--- config.mk ---
export PLATFORM = sky130hd
export DESIGN_NAME = playhead_phase_fade_fsm
export DESIGN_NICKNAME = d
export VERILOG_FILES = /design/src/rtl/pph_pkg.sv /design/src/rtl/pph_cfg.sv /design/src/rtl/pph_step.sv /design/src/rtl/playhead_phase_fade_fsm.sv
export SDC_FILE = /design/constraint.sdc
export NUM_CORES = 1
export LEC_CHECK = 0
export BUFFER_PORTS_ARGS = -buffer_cell sky130_fd_sc_hd__buf_2
export CAP_MARGIN = 20
export CORE_UTILIZATION = 45
export CTS_CLUSTER_SIZE = 10
export DETAILED_ROUTE_END_ITERATION = 6
export PLACE_DENSITY = 0.74
export SYNTH_ARGS = -nofsm -noshare
export SYNTH_HDL_FRONTEND = slang
export SYNTH_SLANG_ARGS = --single-unit
--- constraint.sdc ---
create_clock -name clk -period 6.9 [get_ports clk]
set_clock_uncertainty 0.1 [all_clocks]
set_input_delay 0.345 -clock clk [delete_from_list [all_inputs] [get_ports clk]]
set_output_delay 0.345 -clock clk [all_outputs]
set_load 0.05 [all_outputs]
--- src/rtl/pph_pkg.sv ---
// types, codes and constants shared by the playhead phase and fade blocks
package pph_pkg;

	localparam int POS_FRAC_BITS  = 16;
	localparam int POS_INT_BITS   = 24;
	localparam int FADE_FRAC_BITS = 16;

	localparam int POS_W   = POS_INT_BITS + POS_FRAC_BITS;
	localparam int PHASE_W = POS_W + 1;
	localparam int RATE_W  = 24;
	localparam int FADE_W  = FADE_FRAC_BITS + 1;
	localparam int STEP_W  = 17;

	localparam int OP_W     = 2;
	localparam int ACTION_W = 2;
	localparam int STATE_W  = 2;

	localparam int CFG_IDX_W  = 3;
	localparam int CFG_DATA_W = POS_W;

	localparam int IN_TDATA_W  = ((PHASE_W + 7) / 8) * 8;
	localparam int OUT_BITS    = ACTION_W + 1 + PHASE_W + FADE_W + STATE_W;
	localparam int OUT_TDATA_W = ((OUT_BITS + 7) / 8) * 8;

	localparam logic [FADE_W-1:0] FADE_FULL = FADE_W'(1) << FADE_FRAC_BITS;

	localparam logic [STATE_W-1:0] ST_INACTIVE = 2'd0;
	localparam logic [STATE_W-1:0] ST_FADEIN   = 2'd1;
	localparam logic [STATE_W-1:0] ST_ACTIVE   = 2'd2;
	localparam logic [STATE_W-1:0] ST_FADEOUT  = 2'd3;

	localparam logic [OP_W-1:0] OP_TICK    = 2'd0;
	localparam logic [OP_W-1:0] OP_CUE     = 2'd1;
	localparam logic [OP_W-1:0] OP_RELEASE = 2'd2;

	localparam logic [ACTION_W-1:0] ACT_NONE     = 2'd0;
	localparam logic [ACTION_W-1:0] ACT_LOOP_POS = 2'd1;
	localparam logic [ACTION_W-1:0] ACT_LOOP_NEG = 2'd2;
	localparam logic [ACTION_W-1:0] ACT_STOP     = 2'd3;

	localparam logic [CFG_IDX_W-1:0] REG_START_POS    = 3'd0;
	localparam logic [CFG_IDX_W-1:0] REG_END_POS      = 3'd1;
	localparam logic [CFG_IDX_W-1:0] REG_LOOP_ENABLE  = 3'd2;
	localparam logic [CFG_IDX_W-1:0] REG_FADE_STEP    = 3'd3;
	localparam logic [CFG_IDX_W-1:0] REG_PLAY_RATE    = 3'd4;
	localparam logic [CFG_IDX_W-1:0] REG_HEAD_ENABLED = 3'd5;

	typedef struct packed {
		logic [POS_W-1:0]         start_pos;
		logic [POS_W-1:0]         end_pos;
		logic                     loop_enable;
		logic [STEP_W-1:0]        fade_step;
		logic signed [RATE_W-1:0] play_rate;
		logic                     head_enabled;
	} cfg_t;

	typedef struct packed {
		logic signed [PHASE_W-1:0] phase;
		logic [FADE_W-1:0]         fade_level;
		logic [STATE_W-1:0]        state;
	} head_t;

	typedef struct packed {
		head_t               head;
		logic                trigger;
		logic [ACTION_W-1:0] action;
	} res_t;

endpackage

--- src/rtl/pph_cfg.sv ---
// configuration register file written through the plain write port
module pph_cfg (
	input  logic                             clk,
	input  logic                             arst_n,
	input  logic                             cfg_wr_en,
	input  logic [pph_pkg::CFG_IDX_W-1:0]    cfg_index,
	input  logic [pph_pkg::CFG_DATA_W-1:0]   cfg_data,
	output pph_pkg::cfg_t                    cfg
);
	import pph_pkg::*;

	cfg_t cfg_q;

	always_ff @(posedge clk or negedge arst_n) begin
		if (!arst_n) begin
			cfg_q <= '0;
		end else if (cfg_wr_en) begin
			unique case (cfg_index)
				REG_START_POS:    cfg_q.start_pos    <= cfg_data[POS_W-1:0];
				REG_END_POS:      cfg_q.end_pos      <= cfg_data[POS_W-1:0];
				REG_LOOP_ENABLE:  cfg_q.loop_enable  <= cfg_data[0];
				REG_FADE_STEP:    cfg_q.fade_step    <= cfg_data[STEP_W-1:0];
				REG_PLAY_RATE:    cfg_q.play_rate    <= $signed(cfg_data[RATE_W-1:0]);
				REG_HEAD_ENABLED: cfg_q.head_enabled <= cfg_data[0];
				default: ;
			endcase
		end
	end

	assign cfg = cfg_q;

endmodule

--- src/rtl/pph_step.sv ---
// next-state logic: phase step, bound check, fade ramp and state moves
module pph_step (
	input  pph_pkg::cfg_t                       cfg,
	input  pph_pkg::head_t                      cur,
	input  logic [pph_pkg::OP_W-1:0]            op,
	input  logic signed [pph_pkg::PHASE_W-1:0]  cue_position,
	output pph_pkg::res_t                       res
);
	import pph_pkg::*;

	always_comb begin
		logic signed [PHASE_W-1:0] p;
		logic                      oob;
		logic [STATE_W-1:0]        st;
		logic [FADE_W:0]           f_up;

		p    = cur.phase + PHASE_W'(cfg.play_rate);
		oob  = (p > $signed({1'b0, cfg.end_pos})) || (p < $signed({1'b0, cfg.start_pos}));
		st   = cur.state;
		f_up = {1'b0, cur.fade_level} + (FADE_W + 1)'(cfg.fade_step);

		res         = '0;
		res.head    = cur;
		res.action  = ACT_NONE;
		res.trigger = 1'b0;

		case (op)
			OP_TICK: begin
				if (cur.state != ST_INACTIVE) begin
					res.head.phase = p;
					if (cfg.head_enabled && oob) begin
						if (cfg.loop_enable) begin
							res.trigger = 1'b1;
							res.action  = (cfg.play_rate > 0) ? ACT_LOOP_POS : ACT_LOOP_NEG;
						end else begin
							st         = ST_FADEOUT;
							res.action = ACT_STOP;
						end
					end
				end
				res.head.state = st;
				if (st == ST_FADEIN) begin
					if (f_up > {1'b0, FADE_FULL}) begin
						res.head.fade_level = FADE_FULL;
						res.head.state      = ST_ACTIVE;
					end else begin
						res.head.fade_level = f_up[FADE_W-1:0];
					end
				end else if (st == ST_FADEOUT) begin
					if ((STEP_W + 1)'(cfg.fade_step) > (STEP_W + 1)'(cur.fade_level)) begin
						res.head.fade_level = '0;
						res.head.state      = ST_INACTIVE;
					end else begin
						res.head.fade_level = cur.fade_level - FADE_W'(cfg.fade_step);
					end
				end
			end
			OP_CUE: begin
				res.head.phase = cue_position;
				res.head.state = ST_FADEIN;
			end
			OP_RELEASE: begin
				res.head.state = ST_FADEOUT;
			end
			default: ;
		endcase
	end

endmodule

--- src/rtl/playhead_phase_fade_fsm.sv ---
// top level: input register, head state, step logic and output register
// Each accepted word yields exactly one result word. A word goes from the input
// register through one pass of the step logic into the output register, so a
// result is valid on m_tdata once the output register is loaded, and a new
// word can be taken every cycle while the output is not stalled; the head
// state (phase, fade level, state code) is updated in the same cycle the
// word leaves the input register, which is what sets the one-word-per-cycle
// rate. Backpressure on the output stalls the input register in place.
// Input: s_tuser carries the operation code, s_tdata the cue position.
// Configuration writes take effect at the clock edge of the write.
module playhead_phase_fade_fsm (
	input  logic                               clk,
	input  logic                               arst_n,
	input  logic                               cfg_wr_en,
	input  logic [pph_pkg::CFG_IDX_W-1:0]      cfg_index,
	input  logic [pph_pkg::CFG_DATA_W-1:0]     cfg_data,
	input  logic                               s_tvalid,
	output logic                               s_tready,
	input  logic [pph_pkg::IN_TDATA_W-1:0]     s_tdata,   // cue_position
	input  logic [pph_pkg::OP_W-1:0]           s_tuser,   // operation
	output logic                               m_tvalid,
	input  logic                               m_tready,
	// action, trigger, phase_out, fade_out_level, head_state_out
	output logic [pph_pkg::OUT_TDATA_W-1:0]    m_tdata
);
	import pph_pkg::*;

	cfg_t                      cfg;
	head_t                     head_q;
	res_t                      res;
	res_t                      res_q;
	logic                      valid_s1;
	logic [OP_W-1:0]           op_s1;
	logic signed [PHASE_W-1:0] cue_s1;
	logic                      m_valid_q;
	logic                      advance;

	pph_cfg u_cfg (
		.clk       (clk),
		.arst_n    (arst_n),
		.cfg_wr_en (cfg_wr_en),
		.cfg_index (cfg_index),
		.cfg_data  (cfg_data),
		.cfg       (cfg)
	);

	pph_step u_step (
		.cfg          (cfg),
		.cur          (head_q),
		.op           (op_s1),
		.cue_position (cue_s1),
		.res          (res)
	);

	assign advance  = !m_valid_q || m_tready;
	assign s_tready = !valid_s1 || advance;

	always_ff @(posedge clk or negedge arst_n) begin
		if (!arst_n) begin
			valid_s1  <= 1'b0;
			m_valid_q <= 1'b0;
			head_q    <= '{phase: '0, fade_level: '0, state: ST_INACTIVE};
		end else begin
			if (s_tready) begin
				valid_s1 <= s_tvalid;
			end
			if (advance) begin
				m_valid_q <= valid_s1;
				if (valid_s1) begin
					head_q <= res.head;
				end
			end
		end
	end

	always_ff @(posedge clk) begin
		if (s_tready && s_tvalid) begin
			op_s1  <= s_tuser;
			cue_s1 <= $signed(s_tdata[PHASE_W-1:0]);
		end
		if (advance && valid_s1) begin
			res_q <= res;
		end
	end

	assign m_tvalid = m_valid_q;
	assign m_tdata  = OUT_TDATA_W'({res_q.head.state, res_q.head.fade_level,
		res_q.head.phase, res_q.trigger, res_q.action});

endmodule
==> flow_metrics.py, run 1 <==
metrics = {
    "logic_synthesis": {
        "synth_seq_area_share_pct": 43.81,
        "yosysWarningCount": 0,
        "syn_inst": 1845,
        "ys_top_cells_by_count": "235 x nand2_1, 185 x dfrtp_1, 157 x ha_1",
        "synth.area.top_cells": "dfrtp_1 26%, edfxtp_1 18%, ha_1 11%",
        "synthSimpleGateAreaFrac_pct": 13.25,
        "synth_enable_flop_cells": 106,
        "synthFlopType": "dfrtp_1",
        "synth_top_cell_by_area": "dfrtp_1",
        "synth-xor-area-share_pct": 2.210,
        "syn-cell-area_um2": 17830,
        "async_reset_ff_share_pct": 63.57,
        "synthAdderAreaFrac_pct": 11.35,
        "synth.most_common_cell": "nand2_1",
        "synth.mux.area_fraction_pct": 4.070,
        "synth_top_family_by_area": "compound AO/OA/AOI/OAI gates",
        "avgSynthCellArea_um2": 9.665,
        "netlist.area_leader.share_pct": 25.96,
        "synth_nets": 2103,
        "synth_compound_area_share_pct": 20.28,
        "synth_seq_cells": 291,
        "yosys.cell_types.count": 86,
    },
    "sta": {
        "fin_hold_ws_ns": 0.02459,
        "slew-limit-headroom_pct": 23.75,
        "fin_crit_ns": 6.615,
        "finalHoldViolCount": 0,
        "fmax_ghz": 0.1512,
        "period_share_pct": 95.87,
        "timing_max_transition_violations_final": 0,
        "worst_pin_slew_ns": 1.144,
        "setup_viol": 0,
        "finalSetupTns_ns": 0,
    },
    "layout": {
        "stdcell_count": 2639,
        "final_core_util_pct": 55.29,
        "nNetsFinal": 2352,
        "drive_gt1_share_pct": 16.93,
        "nFillCells": 3281,
        "syn_to_final_growth_pct": 20.40,
    },
    "grt": {
        "grt_usage_pct": 27.62,
        "grt_max_degree": 116,
        "grt_first_pass_wirelength_um": 86840,
        "globalRouteOverflowTotal": 0,
        "grt_antenna_before_repair": 2,
        "grt_pass1_vias": 15660,
    },
    "floorplan": {
        "num_io_pins": 164,
        "dieArea_um2": 40430,
        "coreArea_um2": 38830,
        "initial_utilization_pct": 45.93,
        "die_w_um": 201.1,
        "rows": 72,
        "dieHeight_um": 201.1,
    },
    "routing": {
        "drc": 0,
        "drtPass1Iterations": 5,
        "drt.antenna.violating_nets": 0,
        "drt_iter0_markers": 1349,
        "routedWlPerCell_um": 21.20,
        "avgViaCountPerCell": 5.890,
        "vias": 15550,
        "wl_um": 55960,
    },
    "worst_hold_path": {
        "min_path_type": "in -> reg",
        "hp-start": "cfg_data[13]",
    },
    "setup_path": {
        "crit_type": "reg -> reg",
        "critPathMaxFanout": 3,
        "rrSetupSlack_ns": 0.28,
        "start_kind": "flop",
        "arrival_ns": 6.92,
        "cp-end-kind": "flop",
        "r2r_start": "u_cfg.cfg[1]$_DFFE_PN0P_",
        "cp_data_required_time_ns": 7.20,
        "cp-startpoint": "u_cfg.cfg[1]$_DFFE_PN0P_",
    },
    "power": {
        "ir_worst_vdd_v": 0.0002420,
        "leakage_nw": 9.672,
        "powerDensity_nw_per_um2": 503.9,
    },
    "cts": {
        "cts_tree": "yes",
        "cts_root_buf": "clkbuf_16",
        "clkSinkCount": 291,
        "h-tree-depth": 2,
        "clk_pin_slew_ns": 0.06,
        "cts_buffers": 37,
        "cts_buffer_depth": 3,
        "clkLatencyLatePin_ns": 0.57,
    },
    "run_status": {
        "outcome": "complete, no violations",
    },
    "placed_design": {
        "place_congestion": 0.9363,
        "port_buffers": 155,
        "dpl.cell_count": 2494,
        "dp_hpwl_um": 38970,
    },
    "job": {
        "maxCapViolations": 0,
    },
}
kinds of logic (layout without fill, tap and decap cells):
kind of cell	after synthesis	in the layout
compound gates	541	541
simple gates	511	511
flops	291	291
buf+inv	230	505
fa+ha+maj	160	160
mux	66	66
xor+xnor	45	45
other cells	1	2
registers in the layout (all words and copies together) (netlist names):
name / count
op_s1: 2
m_tvalid: 1
m_tdata: 63
head_q: 60
u_cfg.cfg: 123
cue_s1: 41
valid_s1: 1
area by class of cell:
class | instances | area, um^2 | share of cell area (%)
Antenna cell | 1 | 2.502 | 0.01166
Tap cell | 518 | 648.1 | 3.019
Multi-Input combinational cell | 1324 | 9243 | 43.05
Inverter | 149 | 561.8 | 2.617
Clock inverter | 5 | 101.3 | 0.4721
Timing Repair Buffer | 291 | 2027 | 9.441
Clock buffer | 60 | 1074 | 5.000
Sequential cell | 291 | 7812 | 36.39
where the power goes:
part / internal [mW] / total, mW / switching, mW
registers: 2.26 / 2.61 / 0.347
logic: 2.51 / 6.30 / 3.78
clock network: 1.14 / 1.91 / 0.772
total: 5.92 / 10.8 / 4.90
layout by cell type (no fill, tap or decap), drive strengths merged, types with 23 or more instances in the layout:
cell / Yosys / layout
a21o: 42 / 42
a21oi: 110 / 110
a221o: 23 / 23
a22o: 24 / 24
a22oi: 27 / 27
buf: 18 / 213
clkbuf: 63 / 61
dfrtp: 185 / 185
dlygate4sd3: 0 / 77
edfxtp: 106 / 106
ha: 157 / 157
inv: 149 / 150
mux2: 52 / 52
nand2: 235 / 235
nand2b: 24 / 24
nand3: 36 / 36
nand4: 24 / 24
nor2: 88 / 88
nor3: 23 / 23
o211ai: 23 / 23
o21ai: 156 / 156
xnor2: 29 / 29
path summary, 6_finish.rpt:
path | to | depth (start not counted)
worst min register to register | u_cfg.cfg[83]$_DFFE_PN0P_ | 1
worst min-delay path | u_cfg.cfg[56]$_DFFE_PN0P_ | 3
worst max register to register | m_tdata[59]$_DFFE_PP_ | 25
worst max-delay path | m_tdata[59]$_DFFE_PP_ | 25
min in group asynchronous | head_q[58]$_DFFE_PN0P_ | 2
max in group asynchronous | head_q[20]$_DFFE_PN0P_ | 3
worst max-delay path: stages, from the launching register on:
cell and delay [ns]:
dfrtp_1 0.38, ha_1 0.25, fa_2 0.46, a211oi_4 0.25, o21bai_2 0.13, nand3_2 0.12, nand3_1 0.16, a211o_1 0.33
a31oi_2 0.21, buf_4 0.15, o21ai_0 0.15, a221oi_1 0.34, xor2_1 0.24, inv_1 0.16, ha_1 0.32, a2111oi_0 0.37
o21ai_0 0.19, a2111oi_1 0.45, or4_1 0.21, buf_4 0.16, a21oi_4 0.05, buf_4 0.15, o31ai_1 0.48, a32oi_1 0.17
a22o_1 0.28, a21oi_1 0.15
metal layers:
layer | up-vias | wire [um] | track usage, %
met2 | 678 | 27040 | 46.74
li1 | 7194 | - | -
met1 | 7530 | 23070 | 35.33
met5 | - | 0 | 0
met3 | 143 | 3547 | 3.474
met4 | 0 | 2295 | 12.38
timing repair:
action,in CTS,in global routing
setup buffers,1,1
endpoints found under the hold margin,226,0
hold buffers,77,0
gates resized for setup,1,19
endpoints found under the setup margin,31,39
pin swaps,0,6
through the flow:
step | setup WS, ns | instance area, um^2 | total power, mW
after floorplan | 0.8286 | 17830 | 6.702
after global placement | 0.1665 | 19420 | 8.518
after detailed placement | -0.01014 | 19420 | 8.659
after CTS | 0.01449 | 21380 | 10.68
after global routing | -0.06718 | 21470 | 11.55
final | 0.2847 | 21470 | 10.82
Power figures use the tool's default switching activity.
==> run 2, diff against run 1 <==
--- a/config.mk
+++ b/config.mk
@@ -5,6 +5,7 @@
 export SDC_FILE = /design/constraint.sdc
 export NUM_CORES = 1
 export LEC_CHECK = 0
+export ABC_AREA = 1
 export BUFFER_PORTS_ARGS = -buffer_cell sky130_fd_sc_hd__buf_2
 export CAP_MARGIN = 20
 export CORE_UTILIZATION = 45
==> flow_metrics.py, run 2 <==
metrics = {
    "setup_path": {
        "critPathMaxFanout": 21,
        "arrival_ns": 6.53,
        "crit_slowest_cell": "o21ai_4",
        "cp_data_required_time_ns": 7.11,
        "cp_slowest_stage_delay_ns": 0.59,
        "cp_common_cell": "nand2_1",
        "start_kind": "flop",
        "cp-end-kind": "flop",
        "crit_type": "reg -> reg",
    },
    "power": {
        "ir_worst_vdd_v": 0.0002695,
        "p_int_mw": 5.281,
        "combPwrFrac_pct": 56.1,
        "leakage_nw": 10.48,
        "clkPwrFrac_pct": 18.2,
        "p_sw_share_pct": 48.63,
        "powerDensity_nw_per_um2": 484.7,
        "power_frac_seq_pct": 25.7,
        "netSwitchingPower_mw": 4.999,
    },
    "grt": {
        "grt_usage_pct": 25.03,
        "grt_antenna_before_repair": 2,
        "grt_max_degree": 120,
        "grt_first_pass_wirelength_um": 80790,
        "grt_pass1_vias": 15600,
        "globalRouteOverflowTotal": 0,
    },
    "routing": {
        "vias": 15830,
        "drtPass1Iterations": 6,
        "drt_iter0_markers": 1214,
        "routedWlPerCell_um": 17.21,
        "avgViaCountPerCell": 5.343,
        "drc": 0,
        "drt.antenna.violating_nets": 0,
        "wl_um": 50980,
    },
    "placed_design": {
        "dp_worst_setup_slack_ns": 0.7300,
        "dp_hpwl_um": 36340,
        "place_congestion": 0.9352,
        "port_buffers": 155,
    },
    "cts": {
        "cts_buffer_depth": 3,
        "cts_buffers": 37,
        "clkLatencyLatePin_ns": 0.56,
        "clk_pin_slew_ns": 0.06,
        "cts_setup_buffers": 0,
        "clkSinkCount": 291,
        "cts_tree": "yes",
        "cts_root_buf": "clkbuf_16",
        "h-tree-depth": 2,
    },
    "logic_synthesis": {
        "yosys.cell_types.count": 60,
        "async_reset_ff_share_pct": 63.57,
        "synth_seq_area_share_pct": 43.06,
        "synth_nets": 2470,
        "yosysWarningCount": 0,
        "netlist.area_leader.share_pct": 25.52,
        "ys_top_cells_by_count": "529 x nand2_1, 311 x inv_1, 233 x o21ai_0",
        "syn_inst": 2212,
        "synth_enable_flop_cells": 106,
        "syn-cell-area_um2": 18140,
        "avgSynthCellArea_um2": 8.202,
        "synth.most_common_cell": "nand2_1",
        "synth_seq_cells": 291,
        "synth_top_cell_by_area": "dfrtp_1",
        "synthFlopType": "dfrtp_1",
        "synth.area.top_cells": "dfrtp_1 26%, edfxtp_1 18%, nand2_1 11%",
    },
    "floorplan": {
        "coreArea_um2": 39730,
        "dieHeight_um": 202.8,
        "die_w_um": 202.8,
        "dieArea_um2": 41130,
        "rows": 73,
        "initial_utilization_pct": 45.67,
        "num_io_pins": 164,
    },
    "layout": {
        "largest_reg_flops": 123,
        "most-common-layout-cells": "527 x nand2_1, 309 x inv_1, 233 x o21ai_0",
        "syn_to_final_growth_pct": 16.90,
        "layout_commonest_cell": "nand2_1",
        "nNetsFinal": 2666,
        "drive_gt1_share_pct": 11.54,
    },
    "job": {
        "maxCapViolations": 0,
    },
    "sta": {
        "fin_hold_ws_ns": 0.02791,
        "final.setup.worst_slack_ns": 0.5789,
        "fmax_ghz": 0.1582,
        "slew-limit-headroom_pct": 27.44,
        "setup_viol": 0,
        "worst_pin_slew_ns": 1.087,
        "period_share_pct": 91.61,
        "finalSetupTns_ns": 0,
        "timing_max_transition_violations_final": 0,
        "fin_crit_ns": 6.321,
        "finalHoldViolCount": 0,
        "rsz0062_at_grt": "false",
    },
    "worst_hold_path": {
        "min_path_type": "in -> reg",
    },
    "run_status": {
        "outcome": "complete, no violations",
    },
}
## run 2: worst paths after layout
| path | slack [ns] | startpoint | depth (start not counted) | endpoint |
|---|---|---|---|---|
| max in group asynchronous | 5.31 | arst_n | 3 | u_cfg.cfg[115]$_DFFE_PN0P_ |
| worst min-delay path | 0.03 | cfg_data[19] | 3 | u_cfg.cfg[20]$_DFFE_PN0P_ |
| worst max-delay path | 0.58 | head_q[19]$_DFFE_PN0P_ | 37 | m_tdata[58]$_DFFE_PP_ |
| min in group asynchronous | 0.27 | arst_n | 2 | head_q[11]$_DFFE_PN0P_ |
| worst max register to register | 0.58 | head_q[19]$_DFFE_PN0P_ | 37 | m_tdata[58]$_DFFE_PP_ |
| worst min register to register | 0.38 | u_cfg.cfg[119]$_DFFE_PN0P_ | 2 | u_cfg.cfg[119]$_DFFE_PN0P_ |
## run 2: cells by family (layout without fill, tap and decap cells)
| group | count (synthesis) | after routing | synth area share (%) |
|---|---|---|---|
| xor+xnor | 63 | 63 | 3.083 |
| flops | 291 | 291 | 43.06 |
| buf+inv | 399 | 623 | 8.572 |
| simple gates | 816 | 816 | 18.98 |
| fa+ha+maj | 160 | 160 | 11.16 |
| compound gates | 482 | 482 | 15.13 |
| other cells | 1 | 2 | 0.02067 |
## run 2: through the flow
stage          std cells  util, %  area [um^2]  power (mW)
2_1_floorplan       2212        -        18140       6.744
3_3_place_gp        2827    48.71        19350       8.069
3_5_place_dp        2828    48.78        19380       8.274
4_1_cts             2960    53.34        21190       10.23
5_1_grt             2962    53.38        21210       11.10
6_report            2962    53.38        21210       10.28
## run 2: layout make-up
type	instances	area, um^2
Fill cell	3636	18520
Multi-Input combinational cell	1522	8791
Sequential cell	291	7812
Timing Repair Buffer	233	1570
Inverter	323	1215
Clock buffer	62	1081
Tap cell	525	656.9
Clock inverter	5	80.08
Antenna cell	1	2.502
## run 2: worst max-delay path, delay by kind of cell, from the launching register on
kind / cells / cell delay, ns
AO/OA/AOI/OAI: 7 / 1.57
adder cells (fa/ha/maj): 3 / 0.93
buffers and inverters: 3 / 0.59
flip-flops: 1 / 0.41
AND/OR/NAND/NOR: 24 / 2.41
## run 2: layer usage
metal | up-vias | GRT usage (%) | share of wire, %
met1 | 7496 | 32.82 | 44
met4 | 0 | 10.45 | 3.8
met5 | - | 0 | 0
met3 | 110 | 3.933 | 5.8
met2 | 492 | 41.18 | 46
li1 | 7727 | - | -
## run 2: repair_timing
action                    in CTS  in global routing
resized for setup              0                  0
hold endpoints to repair     143                  0
hold buffers                  65                  0
## run 2: power groups by stage
| stage | clock network (mW) | registers (mW) | logic, mW |
|---|---|---|---|
| after floorplan | 0 | 2.91 | 3.84 |
| after CTS | 1.91 | 2.63 | 5.69 |
| after global routing | 1.98 | 2.69 | 6.43 |
| after global placement | 0 | 2.65 | 5.42 |
| final | 1.87 | 2.64 | 5.77 |
| after detailed placement | 0 | 2.66 | 5.62 |
